===== src/rsc_pkg.sv =====
// ----------------------------------------------------------------------------
// rsc_pkg
// Shared types, codes and helpers for the RPN stack calculator.
// ----------------------------------------------------------------------------
package rsc_pkg;

	localparam int DEPTH_DEFAULT = 16;
	localparam int DATA_W        = 32;
	localparam int COUNT_OUT_W   = 5;

	// action codes of an input item
	typedef enum logic [2:0] {
		ACT_PUSH  = 3'd0,
		ACT_ADD   = 3'd1,
		ACT_SUB   = 3'd2,
		ACT_MUL   = 3'd3,
		ACT_DIV   = 3'd4,
		ACT_SQRT  = 3'd5,
		ACT_CLEAR = 3'd6
	} action_t;

	// status codes of a result
	typedef enum logic [2:0] {
		ST_OK      = 3'd0,
		ST_FEW     = 3'd1,
		ST_DIVZERO = 3'd2,
		ST_COMPLEX = 3'd3,
		ST_FULL    = 3'd4,
		ST_INVALID = 3'd5
	} status_t;

	typedef enum logic [2:0] {
		S_IDLE,
		S_DECIDE,
		S_EXEC,
		S_MUL,
		S_ITER,
		S_POP,
		S_DONE
	} state_t;

	// controller to datapath
	typedef struct packed {
		logic capture;     // sample push value at accept
		logic push;
		logic clear;
		logic rd_next;     // read entry below top
		logic alu_commit;  // add/sub result replaces the two operands
		logic alu_sub;
		logic mul_cap;     // register the raw product
		logic mul_commit;
		logic iter_start;
		logic iter_commit;
		logic is_div;      // iterative unit: divide, else square root
		logic pop;         // drop top, next becomes top
	} dp_cmd_t;

	// datapath to controller
	typedef struct packed {
		logic empty;
		logic lt2;
		logic full;
		logic fill_last;
		logic top_neg;
		logic top_zero;
		logic iter_done;
	} dp_stat_t;

	// saturate to signed 32 bits
	function automatic logic [DATA_W-1:0] sat32(input logic signed [63:0] v);
		logic [DATA_W-1:0] r;
		if (v > 64'sd2147483647)
			r = 32'h7FFF_FFFF;
		else if (v < -64'sd2147483648)
			r = 32'h8000_0000;
		else
			r = v[DATA_W-1:0];
		return r;
	endfunction

endpackage


===== src/rsc_iter.sv =====
// ----------------------------------------------------------------------------
// rsc_iter
// Shared iterative unit: Q16.16 divide (one quotient bit per cycle, 48 steps)
// and Q16.16 square root (one root bit per cycle, 24 steps).
// ----------------------------------------------------------------------------
module rsc_iter (
	input  logic                      clk,
	input  logic                      arst_n,
	input  logic                      start,
	input  logic                      is_div,
	input  logic [rsc_pkg::DATA_W-1:0] a,
	input  logic [rsc_pkg::DATA_W-1:0] b,
	output logic                      done,
	output logic [rsc_pkg::DATA_W-1:0] result
);

	logic        busy_q, done_q, div_q, neg_q;
	logic [5:0]  cnt_q;
	logic [47:0] sh_q;
	logic [33:0] rem_q;
	logic [47:0] quo_q;
	logic [31:0] den_q;

	logic [31:0] abs_a, abs_b;
	logic [33:0] r_div, r_sqrt, trial;
	logic signed [48:0] qv;

	assign abs_a = a[31] ? (~a + 32'd1) : a;
	assign abs_b = b[31] ? (~b + 32'd1) : b;

	// partial remainders for this step
	assign r_div  = {rem_q[32:0], sh_q[47]};
	assign r_sqrt = {rem_q[31:0], sh_q[47:46]};
	assign trial  = {quo_q[31:0], 2'b01};

	// control
	always_ff @(posedge clk or negedge arst_n) begin
		if (!arst_n) begin
			busy_q <= 1'b0;
			done_q <= 1'b0;
			cnt_q  <= '0;
		end else begin
			done_q <= 1'b0;
			if (start) begin
				busy_q <= 1'b1;
				cnt_q  <= is_div ? 6'd48 : 6'd24;
			end else if (busy_q) begin
				cnt_q <= cnt_q - 6'd1;
				if (cnt_q == 6'd1) begin
					busy_q <= 1'b0;
					done_q <= 1'b1;
				end
			end
		end
	end

	// datapath of the recurrence
	always_ff @(posedge clk) begin
		if (start) begin
			div_q <= is_div;
			neg_q <= a[31] ^ b[31];
			sh_q  <= is_div ? {abs_a, 16'h0000} : {a, 16'h0000};
			den_q <= abs_b;
			rem_q <= '0;
			quo_q <= '0;
		end else if (busy_q) begin
			if (div_q) begin
				sh_q <= {sh_q[46:0], 1'b0};
				if (r_div >= {2'b00, den_q}) begin
					rem_q <= r_div - {2'b00, den_q};
					quo_q <= {quo_q[46:0], 1'b1};
				end else begin
					rem_q <= r_div;
					quo_q <= {quo_q[46:0], 1'b0};
				end
			end else begin
				sh_q <= {sh_q[45:0], 2'b00};
				if (r_sqrt >= trial) begin
					rem_q <= r_sqrt - trial;
					quo_q <= {quo_q[46:0], 1'b1};
				end else begin
					rem_q <= r_sqrt;
					quo_q <= {quo_q[46:0], 1'b0};
				end
			end
		end
	end

	// sign and saturation of the quotient
	assign qv     = neg_q ? -$signed({1'b0, quo_q}) : $signed({1'b0, quo_q});
	assign result = div_q ? rsc_pkg::sat32(64'(qv)) : quo_q[31:0];
	assign done   = done_q;

endmodule


===== src/rsc_datapath.sv =====
// ----------------------------------------------------------------------------
// rsc_datapath
// Stack memory with the top entry held in a register, entry count, the
// add/subtract and multiply units and the shared divide/root unit.
// ----------------------------------------------------------------------------
module rsc_datapath #(
	parameter int STACK_DEPTH = rsc_pkg::DEPTH_DEFAULT
) (
	input  logic                           clk,
	input  logic                           arst_n,
	input  logic [rsc_pkg::DATA_W-1:0]      push_value,
	input  rsc_pkg::dp_cmd_t               cmd,
	output rsc_pkg::dp_stat_t              stat,
	output logic [rsc_pkg::DATA_W-1:0]      top_value,
	output logic [rsc_pkg::COUNT_OUT_W-1:0] entry_count
);

	localparam int CW = $clog2(STACK_DEPTH + 1);
	localparam int AW = $clog2(STACK_DEPTH);

	logic [rsc_pkg::DATA_W-1:0] mem [STACK_DEPTH];
	logic [rsc_pkg::DATA_W-1:0] val_q, top_q, rd_q;
	logic [CW-1:0]              count_q, cnt_m1, cnt_m2;
	logic signed [63:0]         prod_q;
	logic signed [32:0]         alu_sum;
	logic [CW+rsc_pkg::COUNT_OUT_W-1:0] cnt_ext;
	logic                       iter_done;
	logic [rsc_pkg::DATA_W-1:0] iter_res, iter_a;

	assign cnt_m1 = count_q - CW'(1);
	assign cnt_m2 = count_q - CW'(2);

	// stack memory: spill of the old top on push, read of the entry below top
	always_ff @(posedge clk) begin
		if (cmd.push && count_q != '0)
			mem[cnt_m1[AW-1:0]] <= top_q;
		if (cmd.rd_next)
			rd_q <= mem[cnt_m2[AW-1:0]];
	end

	// add / subtract of next and top
	assign alu_sum = cmd.alu_sub ? ($signed({rd_q[31], rd_q}) - $signed({top_q[31], top_q}))
	                             : ($signed({rd_q[31], rd_q}) + $signed({top_q[31], top_q}));

	assign iter_a = cmd.is_div ? rd_q : top_q;

	rsc_iter u_iter (
		.clk    (clk),
		.arst_n (arst_n),
		.start  (cmd.iter_start),
		.is_div (cmd.is_div),
		.a      (iter_a),
		.b      (top_q),
		.done   (iter_done),
		.result (iter_res)
	);

	// operand and result registers
	always_ff @(posedge clk) begin
		if (cmd.capture)
			val_q <= push_value;
		if (cmd.mul_cap)
			prod_q <= $signed(rd_q) * $signed(top_q);
		if (cmd.push)
			top_q <= val_q;
		else if (cmd.alu_commit)
			top_q <= rsc_pkg::sat32(64'(alu_sum));
		else if (cmd.mul_commit)
			top_q <= rsc_pkg::sat32(prod_q >>> 16);
		else if (cmd.iter_commit)
			top_q <= iter_res;
		else if (cmd.pop)
			top_q <= rd_q;
	end

	// entry count
	always_ff @(posedge clk or negedge arst_n) begin
		if (!arst_n) begin
			count_q <= '0;
		end else if (cmd.clear) begin
			count_q <= '0;
		end else if (cmd.push) begin
			count_q <= count_q + CW'(1);
		end else if (cmd.alu_commit || cmd.mul_commit || cmd.pop
		             || (cmd.iter_commit && cmd.is_div)) begin
			count_q <= cnt_m1;
		end
	end

	assign stat.empty     = (count_q == '0);
	assign stat.lt2       = (count_q < CW'(2));
	assign stat.full      = (count_q >= CW'(STACK_DEPTH));
	assign stat.fill_last = (count_q == CW'(STACK_DEPTH - 1));
	assign stat.top_neg   = top_q[31];
	assign stat.top_zero  = (top_q == '0);
	assign stat.iter_done = iter_done;

	assign cnt_ext     = (CW + rsc_pkg::COUNT_OUT_W)'(count_q);
	assign entry_count = cnt_ext[rsc_pkg::COUNT_OUT_W-1:0];
	assign top_value   = (count_q == '0) ? '0 : top_q;

endmodule


===== src/rsc_ctrl.sv =====
// ----------------------------------------------------------------------------
// rsc_ctrl
// Controller: accepts an action, checks the stack, sequences the datapath
// and raises the result strobe with the status code.
// ----------------------------------------------------------------------------
module rsc_ctrl (
	input  logic              clk,
	input  logic              arst_n,
	input  logic              start,
	input  logic [2:0]        action,
	input  rsc_pkg::dp_stat_t stat,
	output rsc_pkg::dp_cmd_t  cmd,
	output logic              busy,
	output logic              done,
	output logic [2:0]        status
);

	rsc_pkg::state_t  state_q, state_d;
	rsc_pkg::status_t status_q, status_d;
	logic [2:0]       act_q;

	// state, action and status registers
	always_ff @(posedge clk or negedge arst_n) begin
		if (!arst_n) begin
			state_q  <= rsc_pkg::S_IDLE;
			status_q <= rsc_pkg::ST_OK;
			act_q    <= '0;
		end else begin
			state_q  <= state_d;
			status_q <= status_d;
			if (state_q == rsc_pkg::S_IDLE && start)
				act_q <= action;
		end
	end

	// next state and commands
	always_comb begin
		state_d    = state_q;
		status_d   = status_q;
		cmd        = '0;
		cmd.is_div = (act_q == rsc_pkg::ACT_DIV);
		cmd.alu_sub = (act_q == rsc_pkg::ACT_SUB);
		case (state_q)
			rsc_pkg::S_IDLE: begin
				if (start) begin
					cmd.capture = 1'b1;
					status_d    = rsc_pkg::ST_OK;
					state_d     = rsc_pkg::S_DECIDE;
				end
			end
			rsc_pkg::S_DECIDE: begin
				state_d = rsc_pkg::S_DONE;
				case (act_q)
					rsc_pkg::ACT_PUSH: begin
						if (stat.full) begin
							status_d = rsc_pkg::ST_FULL;
						end else begin
							cmd.push = 1'b1;
							if (stat.fill_last)
								status_d = rsc_pkg::ST_FULL;
						end
					end
					rsc_pkg::ACT_ADD, rsc_pkg::ACT_SUB, rsc_pkg::ACT_MUL,
					rsc_pkg::ACT_DIV: begin
						if (stat.lt2) begin
							status_d = rsc_pkg::ST_FEW;
						end else if (act_q == rsc_pkg::ACT_DIV && stat.top_zero) begin
							status_d = rsc_pkg::ST_DIVZERO;
						end else begin
							cmd.rd_next = 1'b1;
							state_d     = rsc_pkg::S_EXEC;
						end
					end
					rsc_pkg::ACT_SQRT: begin
						if (stat.empty) begin
							status_d = rsc_pkg::ST_FEW;
						end else if (stat.top_neg) begin
							// drop the negative value, fetch what lies below
							status_d    = rsc_pkg::ST_COMPLEX;
							cmd.rd_next = 1'b1;
							state_d     = rsc_pkg::S_POP;
						end else begin
							cmd.iter_start = 1'b1;
							state_d        = rsc_pkg::S_ITER;
						end
					end
					rsc_pkg::ACT_CLEAR: begin
						if (stat.empty)
							status_d = rsc_pkg::ST_INVALID;
						else
							cmd.clear = 1'b1;
					end
					default: begin
						status_d = rsc_pkg::ST_INVALID;
					end
				endcase
			end
			rsc_pkg::S_EXEC: begin
				case (act_q)
					rsc_pkg::ACT_MUL: begin
						cmd.mul_cap = 1'b1;
						state_d     = rsc_pkg::S_MUL;
					end
					rsc_pkg::ACT_DIV: begin
						cmd.iter_start = 1'b1;
						state_d        = rsc_pkg::S_ITER;
					end
					default: begin
						cmd.alu_commit = 1'b1;
						state_d        = rsc_pkg::S_DONE;
					end
				endcase
			end
			rsc_pkg::S_MUL: begin
				cmd.mul_commit = 1'b1;
				state_d        = rsc_pkg::S_DONE;
			end
			rsc_pkg::S_ITER: begin
				if (stat.iter_done) begin
					cmd.iter_commit = 1'b1;
					state_d         = rsc_pkg::S_DONE;
				end
			end
			rsc_pkg::S_POP: begin
				cmd.pop = 1'b1;
				state_d = rsc_pkg::S_DONE;
			end
			rsc_pkg::S_DONE: begin
				state_d = rsc_pkg::S_IDLE;
			end
			default: begin
				state_d = rsc_pkg::S_IDLE;
			end
		endcase
	end

	assign busy   = (state_q != rsc_pkg::S_IDLE);
	assign done   = (state_q == rsc_pkg::S_DONE);
	assign status = status_q;

endmodule


===== src/rpn_stack_calculator.sv =====
// ----------------------------------------------------------------------------
// rpn_stack_calculator
// Reverse Polish calculator on signed Q16.16 values with a hardware stack.
// ----------------------------------------------------------------------------
// Usage:
//   Input: drive action and push_value with start high; the transfer takes
//   place at a rising edge where start is high and busy is low. busy then
//   stays high until the result has been shown.
//   Output: done is high for exactly one cycle; status, top_value and
//   entry_count are valid in that cycle. The receiver cannot stall the block.
//   Each action runs from the accept through a decide state to done. Add
//   and subtract pass an execute state; multiply an execute and a product
//   state; a negative square root a pop state; square root the shared
//   iterative unit (one root bit per cycle over 24 bits); divide an execute
//   state and that unit (one quotient bit per cycle over 48 bits). A new
//   item may be accepted in the cycle after done.
//   Reset (arst_n low) empties the stack and returns the controller to idle;
//   stack memory contents are not cleared and need no clearing pass.
// ----------------------------------------------------------------------------
module rpn_stack_calculator #(
	parameter int STACK_DEPTH = rsc_pkg::DEPTH_DEFAULT
) (
	input  logic                           clk,
	input  logic                           arst_n,
	input  logic                           start,
	output logic                           busy,
	input  logic [2:0]                     action,
	input  logic signed [rsc_pkg::DATA_W-1:0] push_value,
	output logic                           done,
	output logic [2:0]                     status,
	output logic signed [rsc_pkg::DATA_W-1:0] top_value,
	output logic [rsc_pkg::COUNT_OUT_W-1:0] entry_count
);

	rsc_pkg::dp_cmd_t  cmd;
	rsc_pkg::dp_stat_t stat;

	rsc_ctrl u_ctrl (
		.clk    (clk),
		.arst_n (arst_n),
		.start  (start),
		.action (action),
		.stat   (stat),
		.cmd    (cmd),
		.busy   (busy),
		.done   (done),
		.status (status)
	);

	rsc_datapath #(
		.STACK_DEPTH (STACK_DEPTH)
	) u_dp (
		.clk         (clk),
		.arst_n      (arst_n),
		.push_value  (push_value),
		.cmd         (cmd),
		.stat        (stat),
		.top_value   (top_value),
		.entry_count (entry_count)
	);

	// an accepted transfer always makes the block busy
	a_accept_busy: assert property (@(posedge clk) disable iff (!arst_n)
		(start && !busy) |=> busy)
		else $error("accepted item did not raise busy");

	// the result strobe is followed by idle
	a_done_idle: assert property (@(posedge clk) disable iff (!arst_n)
		done |=> !busy)
		else $error("block still busy after result");

	// a push never takes the stack past its depth
	a_no_overflow: assert property (@(posedge clk) disable iff (!arst_n)
		cmd.push |-> !stat.full)
		else $error("push onto full stack");

	// a divide is never started with a zero divisor
	a_div_nonzero: assert property (@(posedge clk) disable iff (!arst_n)
		(cmd.iter_start && cmd.is_div) |-> !stat.top_zero)
		else $error("divide started with zero divisor");

endmodule


===== config.mk =====
export PLATFORM = sky130hd
export DESIGN_NAME = rpn_stack_calculator
export DESIGN_NICKNAME = d
export VERILOG_FILES = /design/src/rsc_pkg.sv /design/src/rsc_iter.sv /design/src/rsc_datapath.sv /design/src/rsc_ctrl.sv /design/src/rpn_stack_calculator.sv
export SDC_FILE = /design/constraint.sdc
export NUM_CORES = 2
export LEC_CHECK = 0
export ABC_CLOCK_PERIOD_IN_PS = 16970
export BUFFER_PORTS_ARGS = -buffer_cell sky130_fd_sc_hd__buf_4
export CORE_MARGIN = 3
export CORE_UTILIZATION = 70
export CTS_CLUSTER_DIAMETER = 150
export DETAILED_ROUTE_END_ITERATION = 7
export GPL_TIMING_DRIVEN = 0
export HOLD_SLACK_MARGIN = 0.02
export PLACE_DENSITY = 0.91
export SYNTH_ARGS = -nofsm -noshare
export SYNTH_HDL_FRONTEND = slang
export SYNTH_SLANG_ARGS = --single-unit

===== constraint.sdc =====
create_clock -name clk -period 16.97 [get_ports clk]
set_input_delay 1.697 -clock clk [delete_from_list [all_inputs] [get_ports clk]]
set_output_delay 1.697 -clock clk [all_outputs]
set_load 0.02 [all_outputs]

==> results of run 1 <==
-- through the flow --
step	utilization, %	setup WS, ps	std cells	hold WS, ps
3_3_place_gp	72.9	5060	8847	503
4_1_cts	75.8	3950	9018	520
2_1_floorplan	-	7970	7280	458
3_5_place_dp	73.6	4020	8883	506
-- cells by family after synthesis --
logic type	synth area share, %
xor+xnor	2.92
compound gates	7.71
fa+ha+maj	32.4
mux	6.08
buf+inv	7.79
simple gates	12.7
flops	30.5
-- synth_stat cells (all sizes together), types with 145 or more instances --
cell       n
clkbuf   367
inv     1172
xnor2    145
fa      1083
mux4     160
and2     512
edfxtp   722
a21oi    225
o21ai    186
nand2    807
nor2     238
ha       292
-- layer usage --
| layer | GRT usage [%] | GRT overflow |
|---|---|---|
| met5 | 35.6 | 7 |
| met3 | 59.8 | 110 |
| met4 | 62.6 | 122 |
| met2 | 88.8 | 278 |
| met1 | 79.4 | 79 |
==> results.toml, run 1 <==
[synthesis]
synth_edf_count = 722
yosysTopAreaCell = "edfxtp_1"
yosysWarningCount = 0
synth.ff_latch_count = 825
synth_top_cell_area_share_pct = 27.7
synth_area_per_cell_um2 = 10.8
synth_ff_type = "edfxtp_1"
synth_seq_area_share_pct = 30.5
syn_nets = 8693
netlist_area_um2 = 78300
synth-async-reset-ratio_pct = 2.67
synthDistinctLibCells = 88
netlist_top_cells_area = "edfxtp_1, fa_1, inv_1"
syn-instance-count = 7280

[placed_design]
place_congestion = 1.13
dpl.hpwl_um = 258000
io_buffer_count = 79
post_dp_cell_area_um2 = 81500

[floorplanning]
rows = 122
dieHeight_um = 341
die_x_um = 341
ios = 80
initial_core_util_pct = 70.7

[global_route]
grt_use_total_pct = 74.2
grt_pass1_vias = 76048
grt_max_degree = 36
overflow = 596
grt_pass1_wl_um = 598000

[clock_tree]
post_cts_buffers = 0
numClockSinks = 825
numCtsBuffers = 78
cts_resized = 0
max-clock-path-buffers = 3
hold_buffers = 0
htree_levels = 3
cts_root_buf = "clkbuf_16"

[outcome]
lastStage = "global routing"
status = "did not finish"
stop_error = "[ERROR GRT-0116] Global routing finished with congestion. Check the congestion regions in the DRC Viewer."
==> run 2, diff against run 1 <==
- CORE_UTILIZATION: 70 -> 40
- CTS_CLUSTER_DIAMETER: 150 -> not set
- HOLD_SLACK_MARGIN: 0.02 -> not set
- PLACE_DENSITY: 0.91 -> not set
- PLACE_DENSITY_LB_ADDON: not set -> 0.15
==> results.toml, run 2 <==
[sta]
fin_skew_ps = 32.6
max_freq_mhz = 79.5
min_period_over_period_pct = 74.2
relSlewSlack_pct = -5.28
rsz0062_at_grt = "no"
tightest_slew_ps = 1580
maxSlewViolCount = 54
tns_ps = 0
final-hold-violation-count = 0
fin_crit_ps = 12590
setup_viol = 0

[floorplanning]
dieArea_um2 = 201000
ios = 80
dieHeight_um = 449
rows = 161
die_x_um = 449
initial_core_util_pct = 40.5
core_area_um2 = 194000

[synthesis]
synth-async-reset-ratio_pct = 2.67
synth_area_per_cell_um2 = 10.8
yosys-top-cells-count = "inv_1, fa_1, nand2_1"
synth_top_cell_area_share_pct = 27.7
syn_nets = 8693
netlist_area_um2 = 78300
synth_edf_count = 722
yosysWarningCount = 0
yosysTopAreaCell = "edfxtp_1"
synth_most_common_cell = "inv_1"
synth_ff_type = "edfxtp_1"
synthDistinctLibCells = 88
synth.ff_latch_count = 825
syn-instance-count = 7280
synth_seq_area_share_pct = 30.5
netlist_top_cells_area = "edfxtp_1, fa_1, inv_1"

[clock_tree]
cts_root_buf = "clkbuf_16"
cts_resized = 0
clk_latency_ps = 700
cts.clk_slew.worst_paths_ps = 70
htree_levels = 3
numClockSinks = 825
tritoncts = "yes"
numCtsBuffers = 79
max-clock-path-buffers = 3
hold_buffers = 0
post_cts_buffers = 0

[setup_path]
startpoint_type = "flip-flop"
r2r_cells = 30
path_delay_family = "adder cells"
critPathKind = "reg2reg"
r2r-end = "u_dp.prod_q[63]"
crit_buf_inv = 10
cp.arrival_ps = 13010
worstPathRequired_ps = 17390
cp_slowest_stage_delay_ps = 950
r2r-start = "u_dp.rd_q[31]"
ff2ff_setup_slack_ps = 4380
path_max_fanout = 10
cp_common_cell = "fa_1"
worst_path_max_delay_cell = "clkbuf_1"
end_kind = "flip-flop"

[placed_design]
io_buffer_count = 79
dpl.hpwl_um = 248000
place_congestion = 0.996

[cells_and_area]
drive_gt1_share_pct = 6.64
postLayoutCoreUtil_pct = 44.3
final_common_cell = "inv_1"
largest_reg_flops = 512
area_delta_synth_final_pct = 9.52
nFillCells = 18506
regArea_um2 = 23900
final_cell_mix = "inv_1, fa_1, nand2_1"
nNetsFinal = 8895
multi_input_area_um2 = 48500

[global_route]
grt_max_degree = 33
grt_use_total_pct = 31.1
grt_pass1_wl_um = 445000
overflow = 0
antenna_found_initial = 40
grt_pass1_vias = 58680

[outcome]
status = "complete, but fails checks"
violations = "max-capacitance violations, max-slew violations"

[worst_hold_path]
min_to = "u_ctrl.status[2]"
hold_start = "u_ctrl.status[2]"
whs_path_depth = 1
hold_class = "reg2reg"

[route]
wl_per_cell_um = 30.9
first_iter_violations = 6519
ant_nets = 0
drc = 0
firstDrtPassIters = 6
via_per_inst = 5.72
vias = 58168
totalWireLength_um = 315000

[run]
maxCapViolations = 6
[run 2: cell counts after synthesis]
Identical to the previous run, type by type.
[run 2: layout make-up]
cell class / instances / share of cell area (%)
clock buffers: 86 / 2.35
multi-input cells: 4833 / 56.6
clock inverters: 59 / 0.783
plain buffers: 449 / 2.02
inverters: 1173 / 5.13
well taps: 2608 / 3.80
repair buffers: 121 / 1.46
flip-flops and latches: 825 / 27.8
diodes: 23 / 0.0671
[run 2: how the worst max path moves through the flow]
stage,cells past startpoint,endpoint,start
6_report,30,u_dp.prod_q[63],u_dp.rd_q[31]
5_1_grt,30,u_dp.prod_q[63],u_dp.rd_q[31]
4_1_cts,30,u_dp.prod_q[63],u_dp.rd_q[31]
3_5_place_dp,30,u_dp.prod_q[63],u_dp.rd_q[31]
3_3_place_gp,30,u_dp.prod_q[63],u_dp.rd_q[31]
2_1_floorplan,28,u_dp.prod_q[63],u_dp.rd_q[31]
[run 2: kinds of logic (layout without fill, tap and decap cells)]
kind of cell / after synthesis / in the layout / synth area share (%)
adder cells (fa/ha/maj): 1379 / 1379 / 32.4
buffers and inverters: 1622 / 1888 / 7.79
other: 0 / 23 / 0
AO/OA/AOI/OAI: 906 / 906 / 7.71
AND/OR/NAND/NOR: 2013 / 2013 / 12.7
multiplexers: 274 / 274 / 6.08
flip-flops: 825 / 825 / 30.5
XOR/XNOR: 261 / 261 / 2.92
[run 2: per-stage QoR]
stage	instance area (µm²)	std cells	setup WS (ps)	hold WS, ps
2_1_floorplan	78300	7280	7970	458
3_3_place_gp	82200	9967	4720	518
3_5_place_dp	83000	10006	4740	516
4_1_cts	85700	10151	4690	534
5_1_grt	85700	10155	4150	553
6_report	85800	10177	4380	539
[run 2: routing by layer]
layer / GRT usage, % / routed length (µm) / vias to the layer above
met4: 15.3 / 18400 / 8
met2: 46.9 / 139000 / 2818
li1: - / - / 24323
met5: 0 / 49 / -
met1: 42.9 / 130000 / 30409
met3: 6.22 / 26500 / 610
Power of run 2 is left out: the tool's default activity adds up to more than one toggle a clock period on the data nets, which glitch-free logic cannot reach.
